[config.mk]
export PLATFORM = sky130hd
export DESIGN_NAME = rolling_qgram_hash_core
export DESIGN_NICKNAME = d
export VERILOG_FILES = /design/src/rtl/core/rqh_pkg.sv /design/src/rtl/core/rolling_qgram_hash_core.sv /design/src/rtl/core/rqh_fifo.sv /design/src/rtl/core/rqh_front.sv /design/src/rtl/core/rqh_back.sv
export SDC_FILE = /design/constraint.sdc
export NUM_CORES = 2
export LEC_CHECK = 0
export BUFFER_PORTS_ARGS = -buffer_cell sky130_fd_sc_hd__buf_4
export CAP_MARGIN = 20
export CORE_MARGIN = 2
export CORE_UTILIZATION = 70
export CTS_CLUSTER_SIZE = 40
export DETAILED_ROUTE_END_ITERATION = 10
export GPL_TIMING_DRIVEN = 0
export PLACE_DENSITY = 0.87
export SLEW_MARGIN = 10
export SYNTH_ARGS = -nofsm -noshare
export SYNTH_HDL_FRONTEND = slang
export SYNTH_SLANG_ARGS = --single-unit
[constraint.sdc]
create_clock -name clock -period 12 [get_ports clock]
set_input_delay 1.8 -clock clock [delete_from_list [all_inputs] [get_ports clock]]
set_output_delay 1.8 -clock clock [all_outputs]
set_load 0.02 [all_outputs]
[src/rtl/core/rqh_pkg.sv]
// Shared types, constants and the symbol decoder for the rolling q-gram hash core.
// No dependencies; used by every module of the core except rqh_checker.
package rqh_pkg;

   typedef logic [1:0] mode_type;
   typedef logic [5:0] sym_type;
   typedef logic [0:0] csr_addr_type;

   localparam mode_type MODE_DNA   = 2'd0;
   localparam mode_type MODE_ALPHA = 2'd1;
   localparam mode_type MODE_MIXED = 2'd2;

   localparam csr_addr_type CSR_ALPHABET_MODE = 1'b0;
   localparam csr_addr_type CSR_WINDOW_LEN    = 1'b1;

   localparam mode_type  MODE_RESET = MODE_MIXED;
   localparam logic [3:0] WLEN_RESET = 4'd5;

   localparam logic [31:0] HASH_MULT = 32'd2654435761;
   localparam logic [31:0] HASH_MOD  = 32'hFFFF_FFFF;

   localparam int QUEUE_DEPTH = 4;

   localparam sym_type CODE_DIGIT_BASE = 6'd27;
   localparam sym_type CODE_SPACE      = 6'd37;

   function automatic sym_type sym_code(input mode_type mode, input logic [7:0] c);
      sym_type code;
      code = '0;
      if (mode == MODE_DNA) begin
         case (c)
            "C":     code = 6'd1;
            "G":     code = 6'd2;
            "T":     code = 6'd3;
            "N":     code = 6'd4;
            default: code = 6'd0;
         endcase
      end else if (c >= "A" && c <= "Z") begin
         code = 6'(c - 8'd64);
      end else if (c >= "a" && c <= "z") begin
         code = 6'(c - 8'd96);
      end else if (mode != MODE_ALPHA && c >= "0" && c <= "9") begin
         code = 6'(c - 8'd48) + CODE_DIGIT_BASE;
      end else if (mode != MODE_ALPHA && c == " ") begin
         code = CODE_SPACE;
      end
      return code;
   endfunction

endpackage

[src/rtl/core/rolling_qgram_hash_core.sv]
// Rolling q-gram hash core: accepts one character per cycle while the queue is not full and,
// once the window is full, returns (window * 2654435761) mod (2^32 - 1) for each character.
// The front end updates the window as each character is accepted; a four-entry queue plus a
// three-stage hash pipeline (fold, 32x32 multiply, fold) let either side stall on its own.
// Depends on rqh_pkg, rqh_front, rqh_fifo and rqh_back.
module rolling_qgram_hash_core #(
   parameter int MAX_WINDOW_BITS = 32
) (
   input  logic                  clock,
   input  logic                  reset,
   input  logic                  csr_we,
   input  rqh_pkg::csr_addr_type csr_addr,
   input  logic [3:0]            csr_wdata,
   input  logic                  req_tvalid,
   output logic                  req_tready,
   input  logic [7:0]            req_tdata,   // [7:0] char_byte
   input  logic                  req_tuser,   // [0] first_of_string
   output logic                  rsp_tvalid,
   input  logic                  rsp_tready,
   output logic [31:0]           rsp_tdata    // [31:0] gram_hash
);

   logic                       push, pop, queue_valid, queue_full;
   logic [MAX_WINDOW_BITS-1:0] push_window, queue_window;

   rqh_front #(.MAX_WINDOW_BITS(MAX_WINDOW_BITS)) u_front (
      .clock           (clock),
      .reset           (reset),
      .csr_we          (csr_we),
      .csr_addr        (csr_addr),
      .csr_wdata       (csr_wdata),
      .in_valid        (req_tvalid),
      .in_ready        (req_tready),
      .char_byte       (req_tdata),
      .first_of_string (req_tuser),
      .push            (push),
      .push_window     (push_window),
      .queue_full      (queue_full)
   );

   rqh_fifo #(.WIDTH(MAX_WINDOW_BITS)) u_fifo (
      .clock     (clock),
      .reset     (reset),
      .push      (push),
      .push_data (push_window),
      .pop       (pop),
      .pop_valid (queue_valid),
      .pop_data  (queue_window),
      .full      (queue_full)
   );

   rqh_back #(.MAX_WINDOW_BITS(MAX_WINDOW_BITS)) u_back (
      .clock        (clock),
      .reset        (reset),
      .queue_valid  (queue_valid),
      .queue_window (queue_window),
      .pop          (pop),
      .rsp_valid    (rsp_tvalid),
      .rsp_ready    (rsp_tready),
      .rsp_hash     (rsp_tdata)
   );

endmodule

[src/rtl/core/rqh_fifo.sv]
// Small register queue between the window front end and the hash back end.
// Depends on rqh_pkg for the queue depth.
module rqh_fifo #(
   parameter int WIDTH = 32
) (
   input  logic             clock,
   input  logic             reset,
   input  logic             push,
   input  logic [WIDTH-1:0] push_data,
   input  logic             pop,
   output logic             pop_valid,
   output logic [WIDTH-1:0] pop_data,
   output logic             full
);

   localparam int PTR_W = $clog2(rqh_pkg::QUEUE_DEPTH);
   localparam int CNT_W = $clog2(rqh_pkg::QUEUE_DEPTH + 1);

   logic [WIDTH-1:0] mem_ff [rqh_pkg::QUEUE_DEPTH];
   logic [PTR_W-1:0] wr_ptr_ff, wr_ptr_in;
   logic [PTR_W-1:0] rd_ptr_ff, rd_ptr_in;
   logic [CNT_W-1:0] count_ff, count_in;
   logic             do_push, do_pop;

   assign do_push   = push && !full;
   assign do_pop    = pop && pop_valid;
   assign pop_valid = (count_ff != '0);
   assign full      = (count_ff == CNT_W'(rqh_pkg::QUEUE_DEPTH));
   assign pop_data  = mem_ff[rd_ptr_ff];

   always_comb begin
      wr_ptr_in = do_push ? wr_ptr_ff + 1'b1 : wr_ptr_ff;
      rd_ptr_in = do_pop ? rd_ptr_ff + 1'b1 : rd_ptr_ff;
      count_in  = count_ff;
      if (do_push && !do_pop) begin
         count_in = count_ff + 1'b1;
      end else if (do_pop && !do_push) begin
         count_in = count_ff - 1'b1;
      end
   end

   always_ff @(posedge clock) begin
      if (reset) begin
         wr_ptr_ff <= '0;
         rd_ptr_ff <= '0;
         count_ff  <= '0;
      end else begin
         wr_ptr_ff <= wr_ptr_in;
         rd_ptr_ff <= rd_ptr_in;
         count_ff  <= count_in;
      end
   end

   always_ff @(posedge clock) begin
      if (do_push) begin
         mem_ff[wr_ptr_ff] <= push_data;
      end
   end

endmodule

[src/rtl/core/rqh_front.sv]
// Front end: configuration registers, symbol mapping, window shift and fill count.
// Depends on rqh_pkg; pushes full windows into the queue.
module rqh_front #(
   parameter int MAX_WINDOW_BITS = 32
) (
   input  logic                       clock,
   input  logic                       reset,
   input  logic                       csr_we,
   input  rqh_pkg::csr_addr_type      csr_addr,
   input  logic [3:0]                 csr_wdata,
   input  logic                       in_valid,
   output logic                       in_ready,
   input  logic [7:0]                 char_byte,
   input  logic                       first_of_string,
   output logic                       push,
   output logic [MAX_WINDOW_BITS-1:0] push_window,
   input  logic                       queue_full
);

   localparam int W = MAX_WINDOW_BITS;
   localparam logic [3:0] CAP_DNA   = 4'(((W / 3) > 15) ? 15 : (W / 3));
   localparam logic [3:0] CAP_ALPHA = 4'(((W / 5) > 15) ? 15 : (W / 5));
   localparam logic [3:0] CAP_MIXED = 4'(((W / 6) > 15) ? 15 : (W / 6));

   rqh_pkg::mode_type mode_ff;
   logic [3:0]        wlen_ff;
   logic [W-1:0]      window_ff, window_in;
   logic [3:0]        fill_ff, fill_in;

   logic [2:0]        bits;
   logic [3:0]        cap, len, base_fill;
   logic [6:0]        nbits;
   logic [W:0]        one_sh;
   logic [W-1:0]      mask, base, shifted;
   rqh_pkg::sym_type  code;
   logic              accept, emit;

   assign in_ready = !queue_full;
   assign accept   = in_valid && in_ready;

   always_comb begin
      unique case (mode_ff)
         rqh_pkg::MODE_DNA: begin
            bits = 3'd3;
            cap  = CAP_DNA;
         end
         rqh_pkg::MODE_ALPHA: begin
            bits = 3'd5;
            cap  = CAP_ALPHA;
         end
         default: begin
            bits = 3'd6;
            cap  = CAP_MIXED;
         end
      endcase

      len = (wlen_ff == 4'd0) ? 4'd1 : wlen_ff;
      if (len > cap) begin
         len = cap;
      end
      nbits  = 7'(len) * 7'(bits);
      one_sh = (W + 1)'(1) << nbits;
      mask   = W'(one_sh - 1'b1);

      // first character of a string starts from an empty window
      base = first_of_string ? '0 : window_ff;
      unique case (mode_ff)
         rqh_pkg::MODE_DNA:   shifted = base << 3;
         rqh_pkg::MODE_ALPHA: shifted = base << 5;
         default:             shifted = base << 6;
      endcase
      code      = rqh_pkg::sym_code(mode_ff, char_byte);
      window_in = (shifted | W'(code)) & mask;

      base_fill = first_of_string ? 4'd0 : fill_ff;
      fill_in   = (base_fill < len) ? base_fill + 4'd1 : len;
      emit      = (fill_in == len);
   end

   assign push        = accept && emit;
   assign push_window = window_in;

   always_ff @(posedge clock) begin
      if (reset) begin
         mode_ff   <= rqh_pkg::MODE_RESET;
         wlen_ff   <= rqh_pkg::WLEN_RESET;
         window_ff <= '0;
         fill_ff   <= '0;
      end else begin
         if (csr_we) begin
            case (csr_addr)
               rqh_pkg::CSR_ALPHABET_MODE: mode_ff <= csr_wdata[1:0];
               rqh_pkg::CSR_WINDOW_LEN:    wlen_ff <= csr_wdata;
               default:                    ;
            endcase
         end
         if (accept) begin
            window_ff <= window_in;
            fill_ff   <= fill_in;
         end
      end
   end

endmodule

[src/rtl/core/rqh_back.sv]
// Back end: three-stage elastic pipeline computing window * multiplier mod (2^32 - 1).
// Depends on rqh_pkg for the hash constants; pops windows from the queue.
module rqh_back #(
   parameter int MAX_WINDOW_BITS = 32
) (
   input  logic                       clock,
   input  logic                       reset,
   input  logic                       queue_valid,
   input  logic [MAX_WINDOW_BITS-1:0] queue_window,
   output logic                       pop,
   output logic                       rsp_valid,
   input  logic                       rsp_ready,
   output logic [31:0]                rsp_hash
);

   localparam int NCH = (MAX_WINDOW_BITS + 31) / 32;

   // end-around fold of a value below 2^34 into the residue mod 2^32 - 1
   function automatic logic [31:0] fold_mod(input logic [33:0] s);
      logic [32:0] f1;
      logic [31:0] f2;
      f1 = 33'(s[31:0]) + 33'(s[33:32]);
      f2 = f1[31:0] + 32'(f1[32]);
      return (f2 == rqh_pkg::HASH_MOD) ? 32'd0 : f2;
   endfunction

   logic              v1_ff, v2_ff, v3_ff;
   logic              rdy1, rdy2, rdy3;
   logic [31:0]       a_ff, a_in;
   logic [63:0]       prod_ff;
   logic [31:0]       hash_ff, hash_in;
   logic [NCH*32-1:0] ext;
   logic [33:0]       chunk_sum;

   assign rdy3 = !v3_ff || rsp_ready;
   assign rdy2 = !v2_ff || rdy3;
   assign rdy1 = !v1_ff || rdy2;
   assign pop  = queue_valid && rdy1;

   always_comb begin
      ext       = (NCH * 32)'(queue_window);
      chunk_sum = '0;
      for (int i = 0; i < NCH; i++) begin
         chunk_sum = chunk_sum + 34'(ext[i*32 +: 32]);
      end
      a_in    = fold_mod(chunk_sum);
      hash_in = fold_mod(34'(prod_ff[63:32]) + 34'(prod_ff[31:0]));
   end

   always_ff @(posedge clock) begin
      if (reset) begin
         v1_ff <= 1'b0;
         v2_ff <= 1'b0;
         v3_ff <= 1'b0;
      end else begin
         if (rdy1) v1_ff <= queue_valid;
         if (rdy2) v2_ff <= v1_ff;
         if (rdy3) v3_ff <= v2_ff;
      end
   end

   always_ff @(posedge clock) begin
      if (pop) begin
         a_ff <= a_in;
      end
      if (rdy2 && v1_ff) begin
         prod_ff <= 64'(a_ff) * 64'(rqh_pkg::HASH_MULT);
      end
      if (rdy3 && v2_ff) begin
         hash_ff <= hash_in;
      end
   end

   assign rsp_valid = v3_ff;
   assign rsp_hash  = hash_ff;

endmodule

======== Word level (Yosys, flattened, before mapping) ========
Memory sizes are Yosys's and may differ from the RTL's. A register that Yosys moved wholly into a read port is not among the register bits.
Index checks and enable logic that the tools add are counted.
word-level totals
  register bits after elaboration ......... 177
  latch bits .............................. 0
  memory bits (writable) .................. 128
  memory bits (read-only) ................. 0
  logic and storage cells ................. 101
  memories ................................ 1
memory list
  memory         words  bits a word  rd ports  clocked after Yosys merged registers in  write ports  line            RTL
  u_fifo.mem_ff  4      32           1         1                                        1            rqh_fifo.sv:19  logic [WIDTH-1:0] mem_ff [rqh_pkg::QUEUE_DEPTH];
cells by class
  add/sub/neg operators ................... 13
  $mul .................................... 2
  div/mod/pow operators ................... 0
  magnitude comparators ................... 8
  eq/ne operators ......................... 11
  shift-type cells ........................ 1
  multiplexer cells ....................... 20
  bitwise gates (word level) .............. 3
  reductions and logical operators ........ 29
operator list
  cell                                                                number
  == test 32 bit (second input constant)                              2
  multiplier 32 x 32 -> 64 bit (second input constant)                1
  one-hot mux 32 bit (2 select lines)                                 1
  adder 32 x 2 -> 33 bit                                              1
  adder 32 x 32 -> 33 bit                                             1
  adder 32 x 1 -> 32 bit                                              1
  AND 32 bit                                                          1
  == test 8 x 7 -> 1 bit (second input constant)                      4
  bitwise OR 32 x 6 -> 32 bit                                         1
  << shifter 1 x 7 -> 32 bit (first input constant)                   1
  subtractor 32 x 1 -> 32 bit (second input constant)                 1
  2-to-1 mux 6 bit                                                    5
  2-to-1 mux 29 bit                                                   1
  greater-or-equal comparator 8 x 7 -> 1 bit (second input constant)  2
  <= comparator 8 x 7 -> 1 bit (second input constant)                2
  2-to-1 mux 4 bit                                                    4
  logical AND 1 bit                                                   14
  one-hot mux 3 bit (4 select lines)                                  1
  subtractor 6 bit (second input constant)                            2
  == test 8 x 6 -> 1 bit (second input constant)                      1
  greater-or-equal comparator 8 x 6 -> 1 bit (second input constant)  1
  <= comparator 8 x 6 -> 1 bit (second input constant)                1
  one-hot mux 4 bit (2 select lines)                                  1
  multiplier 4 x 3 -> 7 bit                                           1
  other kinds (24)                                                    36

======== Depth between registers and ports, before layout ========
  depth after elaboration ................. 13
  depth in mapped cells ................... 37
  gate-level depth less buffers ........... 34

======== Modules after synthesis ========
A second synthesis with hierarchy kept.
unflattened totals
  cells, all modules ...................... 3459
  area, all modules ....................... 36794.0 µm²
modules (own cells, without submodules)
  module     times used  cells an instance  area an instance (µm²)  seq. area each (µm²)
  rqh_back   1           2665               27442.6                 3903.7
  rqh_fifo   1           215                5133.7                  4023.9
  rqh_front  1           579                4217.8                  780.7

======== Worst setup path before layout ========
OpenSTA, ideal clock, no wires.
  path kind ............................... reg2reg
  start ................................... register u_back.a_ff[12]
  end ..................................... register u_back.prod_ff[61], data pin
  arrival ................................. 7668 ps
  data required time ...................... 11742 ps
  path slack .............................. 4074 ps
  stages on the path, launching flop included .. 30
  buffers on the path ..................... 0
  period minus slack after synthesis ...... 7926 ps
  cells stage by stage .................... edfxtp_1 > inv_1 > fa_1 > fa_1 > inv_1 > fa_1 > inv_1 > fa_1 > fa_1 > inv_1 > fa_1 > fa_1 > inv_1 > fa_1 > inv_1 > ha_1 > a21o_1 > a21o_1 > a21o_1 > a21o_1 > a21oi_1 > o211ai_1 > o311a_1 > o21ai_0 > a211oi_1 > o211ai_1 > nand3_1 > a31o_2 > a21oi_1 > xnor2_1
between the ends
  cells in the longest elaborated chain, start to end .. 1
RTL lines
  what                          line            RTL
  from (decl)                   rqh_back.sv:29  logic [31:0] a_ff, a_in;
  from (signal assigned)        rqh_back.sv:64  a_ff <= a_in;
  multiplier 32 x 32 -> 64 bit  rqh_back.sv:67  prod_ff <= 64'(a_ff) * 64'(rqh_pkg::HASH_MULT);
  to (signal assigned)          rqh_back.sv:67
  to (decl)                     rqh_back.sv:30  logic [63:0] prod_ff;
Every way passes these cells.
A chain may end at the register's enable or synchronous reset.

======== Worst setup path in the final report ========
  start ................................... register u_back.prod_ff[42]
  end ..................................... register u_back.hash_ff[15], in the netlist u_back.rsp_hash[15], data pin
between the ends
  cells in the longest elaborated chain, start to end .. 4
RTL lines
  what                         line            RTL
  adder 32 x 32 -> 33 bit (*)  rqh_back.sv:47  hash_in = fold_mod(34'(prod_ff[63:32]) + 34'(prod_ff[31:0]));
  adder 32 x 2 -> 33 bit (*)   rqh_back.sv:22  f1 = 33'(s[31:0]) + 33'(s[33:32]);
  adder 32 x 1 -> 32 bit (*)   rqh_back.sv:23  f2 = f1[31:0] + 32'(f1[32]);
  == test 32 bit               rqh_back.sv:24  return (f2 == rqh_pkg::HASH_MOD) ? 32'd0 : f2;
  to (signal assigned)         rqh_back.sv:70  hash_ff <= hash_in;
  to (decl)                    rqh_back.sv:31  logic [31:0] hash_ff, hash_in;
Mark *: on every way between the ends. The rest lies on a longest branch, timed or not.

==> run_results.csv <==
group,metric,value,unit
status,status,"finished, final reports clean",
yosys,netlist_top_cells_count,"sky130_fd_sc_hd__inv_1 (701), sky130_fd_sc_hd__fa_1 (462), sky130_fd_sc_hd__ha_1 (458), sky130_fd_sc_hd__edfxtp_1 (256), sky130_fd_sc_hd__nand2_1 (173)",
sta,max_clock_freq,103.3,MHz
clock_tree,cts.root.buffer_cell,"sky130_fd_sc_hd__clkbuf_16",
yosys,yosys_most_used_dff,"sky130_fd_sc_hd__edfxtp_1",
final_layout,layout-drive-gt1-share,5.562,%
worst_setup_path,critical_path.endpoint_type,"flip-flop",
sta,report.final.slew_viol_count,0,
drt,wl,93640,um
final_layout,num-nets-final,4422,
yosys,synth_enable_flop_cells,256,
worst_setup_path,worstPathRequired,12.33,ns
sta,max_slew_margin,21.39,%
grt,grt.total_usage,36.30,%
sta,setup_total_negative_slack,0,ns
placement,io_buffer_count,49,
sta,setup_violations,0,
clock_tree,numCtsBuffers,30,
floorplanning,rows,82,
yosys,post_synth_main_area_contributors,"sky130_fd_sc_hd__fa_1 (26%), sky130_fd_sc_hd__edfxtp_1 (22%), sky130_fd_sc_hd__ha_1 (16%)",
clock_tree,clk-insertion-delay-late,0.60,ns
floorplanning,core_area,50270,um2
grt,grt_antenna_before_repair,1,
drt,avgRoutedWirePerCell,22.40,um
worst_setup_path,worstPathArrival,10.02,ns
worst_setup_path,worst_path_most_repeated_cell,"sky130_fd_sc_hd__ha_1",
grt,number_of_global_route_vias_before_repair,27090,
clock_tree,cts_hold_repair.buffers,0,
worst_setup_path,path_class,"flip-flop to flip-flop",
flow_run,max_cap_viol_count,0,
worst_setup_path,path_max_fanout,10,
yosys,synth.avg_cell_area,10.51,um2
yosys,ys_seq_elements,307,
sta,tightestPinTransition,1.172,ns
yosys,synthesis.area,35710,um2
drt,ant_nets,0,
yosys,post_synth_num_cell_types,90,
yosys,ys_warn_count,0,
sta,timing.clock.skew,0.01540,ns
clock_tree,postCtsSetupBuffers,0,
floorplanning,top_level_ports,53,
floorplanning,die-area,52840,um2
placement,hpwlAfterDp,75400,um
placement,finalWeightedCongestion,1.016,
drt,routed-via-count,26200,
worst_setup_path,cpMaxStageDelayCell,"sky130_fd_sc_hd__nor4_1",
yosys,synthesized_netlist_net_count,4336,
yosys,asyncSetResetFlopFracSynth,0,%
min_path,worst_hold_path_type,"flip-flop to flip-flop",
drt,firstDrtPassIters,6,
grt,grt_start_max_net_pins,34,
floorplanning,die_h,229.9,um
drt,drc_errors,0,
yosys,netlist_instances,3397,
grt,grt-ovfl-total,0,
clock_tree,cts_resized,0,
worst_setup_path,start_kind,"flip-flop",
grt,grt_first_pass_wirelength,147500,um
final_layout,syn2layout_area_growth,6.513,%
sta,rsz0062_at_grt,"no",
clock_tree,clockBufferDepth,3,
sta,final_hold_viol_count,0,
clock_tree,clk_pin_slew,0.07,ns
worst_setup_path,cpPeakStageDelay,0.77,ns
sta,post-route-period-util,80.69,%
yosys,yosysSeqAreaShare,24.39,%
clock_tree,cts.sink_count,307,
sta,layout_min_cycle_time,9.683,ns
floorplanning,initial_utilization,71.03,%
yosys,cell_with_the_most_instances_after_synthesis,"sky130_fd_sc_hd__inv_1",
clock_tree,h-tree-depth,1,
floorplanning,die_x,229.9,um
drt,via_per_inst,6.267,
clock_tree,cts_tree,"done",
drt,drt_first_iter_violations,2707,
yosys,synth_top_cell_by_area,"sky130_fd_sc_hd__fa_1",
yosys,synth_top_area_share,25.90,%
[critical path: cells and delay by family (launching register included)]
family / cells / cell delay, ns
AO/OA/AOI/OAI: 9 / 1.39
flip-flops: 1 / 0.44
XOR/XNOR: 1 / 0.23
AND/OR/NAND/NOR: 17 / 5.41
adder cells (fa/ha/maj): 5 / 1.29
buffers and inverters: 4 / 0.68
[through the flow]
step	std cells	cell area (um2)	setup WS [ns]	utilization, %	hold slack [ns]
floorplan	3397	35710	4.074	-	0.4357
global placement	4118	36920	2.764	73.44	0.4453
detailed placement	4122	37030	2.617	73.66	0.4571
CTS	4177	38030	2.485	75.64	0.4665
global route	4178	38030	1.652	75.65	0.4995
finish	4180	38040	2.317	75.66	0.4687
[placed cells by master (no fill, tap or decap), drive strengths merged, types with 52 or more instances in the layout]
master,n
edfxtp,256
a21o,64
nor2,169
and2,52
o21ai,68
nor3,53
xnor2,95
nand2,173
buf,76
a21oi,158
inv,703
clkbuf,93
ha,458
nand3,63
fa,462
[cell families after synthesis]
family / Yosys count / share of synthesized area [%]
AOI/OAI and AO/OA: 472 / 8.770
adders and majority gates: 921 / 41.97
and+or+nand+nor: 701 / 9.887
DFF: 307 / 24.39
muxes: 73 / 3.181
buffers and inverters: 781 / 8.318
xor gates and xnor gates: 142 / 3.483
[path summary, 6_finish.rpt]
kind                                                    startpoint                                 end  slack [ns]  depth (start not counted)
worst max-delay path                  u_back.prod_ff[42]$_DFFE_PP_   u_back.rsp_hash[15]$_SDFFCE_PN0P_        2.32                         36
worst min-delay path            u_front.window_ff[28]$_SDFFE_PP0P_  u_front.window_ff[28]$_SDFFE_PP0P_        0.47                          2
worst min register to register  u_front.window_ff[28]$_SDFFE_PP0P_  u_front.window_ff[28]$_SDFFE_PP0P_        0.47                          2
worst max register to register        u_back.prod_ff[42]$_DFFE_PP_   u_back.rsp_hash[15]$_SDFFCE_PN0P_        2.32                         36
[cell type report]
type | count | area (um2)
multi-input combinational | 2309 | 24060
clock buffer | 36 | 773.2
antenna | 2 | 5.005
inverter | 702 | 2635
tap | 672 | 840.8
timing repair buffer | 54 | 452.9
clock inverter | 19 | 222.7
buffer | 79 | 335.3
sequential | 307 | 8708
fill | 3161 | 12240
[sequential cells by signal, indices dropped and copies added, names as in the netlist, named ones only]
| name | count |
|---|---|
| u_fifo.mem_ff | 128 |
| u_fifo.wr_ptr_ff | 2 |
| u_fifo.rd_ptr_ff | 2 |
| u_back.prod_ff | 64 |
| u_back.v2_ff | 1 |
| u_back.rsp_valid | 1 |
| u_back.v1_ff | 1 |
| u_back.a_ff | 32 |
| u_front.wlen_ff | 4 |
| u_front.fill_ff | 4 |
| u_fifo.count_ff | 3 |
| u_front.window_ff | 29 |
| u_front.mode_ff | 2 |
| u_back.rsp_hash | 32 |
[metal layers]
| metal | track usage [%] | wire length [um] | up-vias |
|---|---|---|---|
| met5 | 0 | 0 | - |
| met4 | 18.79 | 5817 | 0 |
| met3 | 6.721 | 8858 | 397 |
| met2 | 59.55 | 44680 | 1440 |
| met1 | 46.33 | 34290 | 12830 |
| li1 | - | - | 11530 |
Power is left out: the tool's default activity adds up to more than one toggle a clock period on the data nets, which glitch-free logic cannot reach.
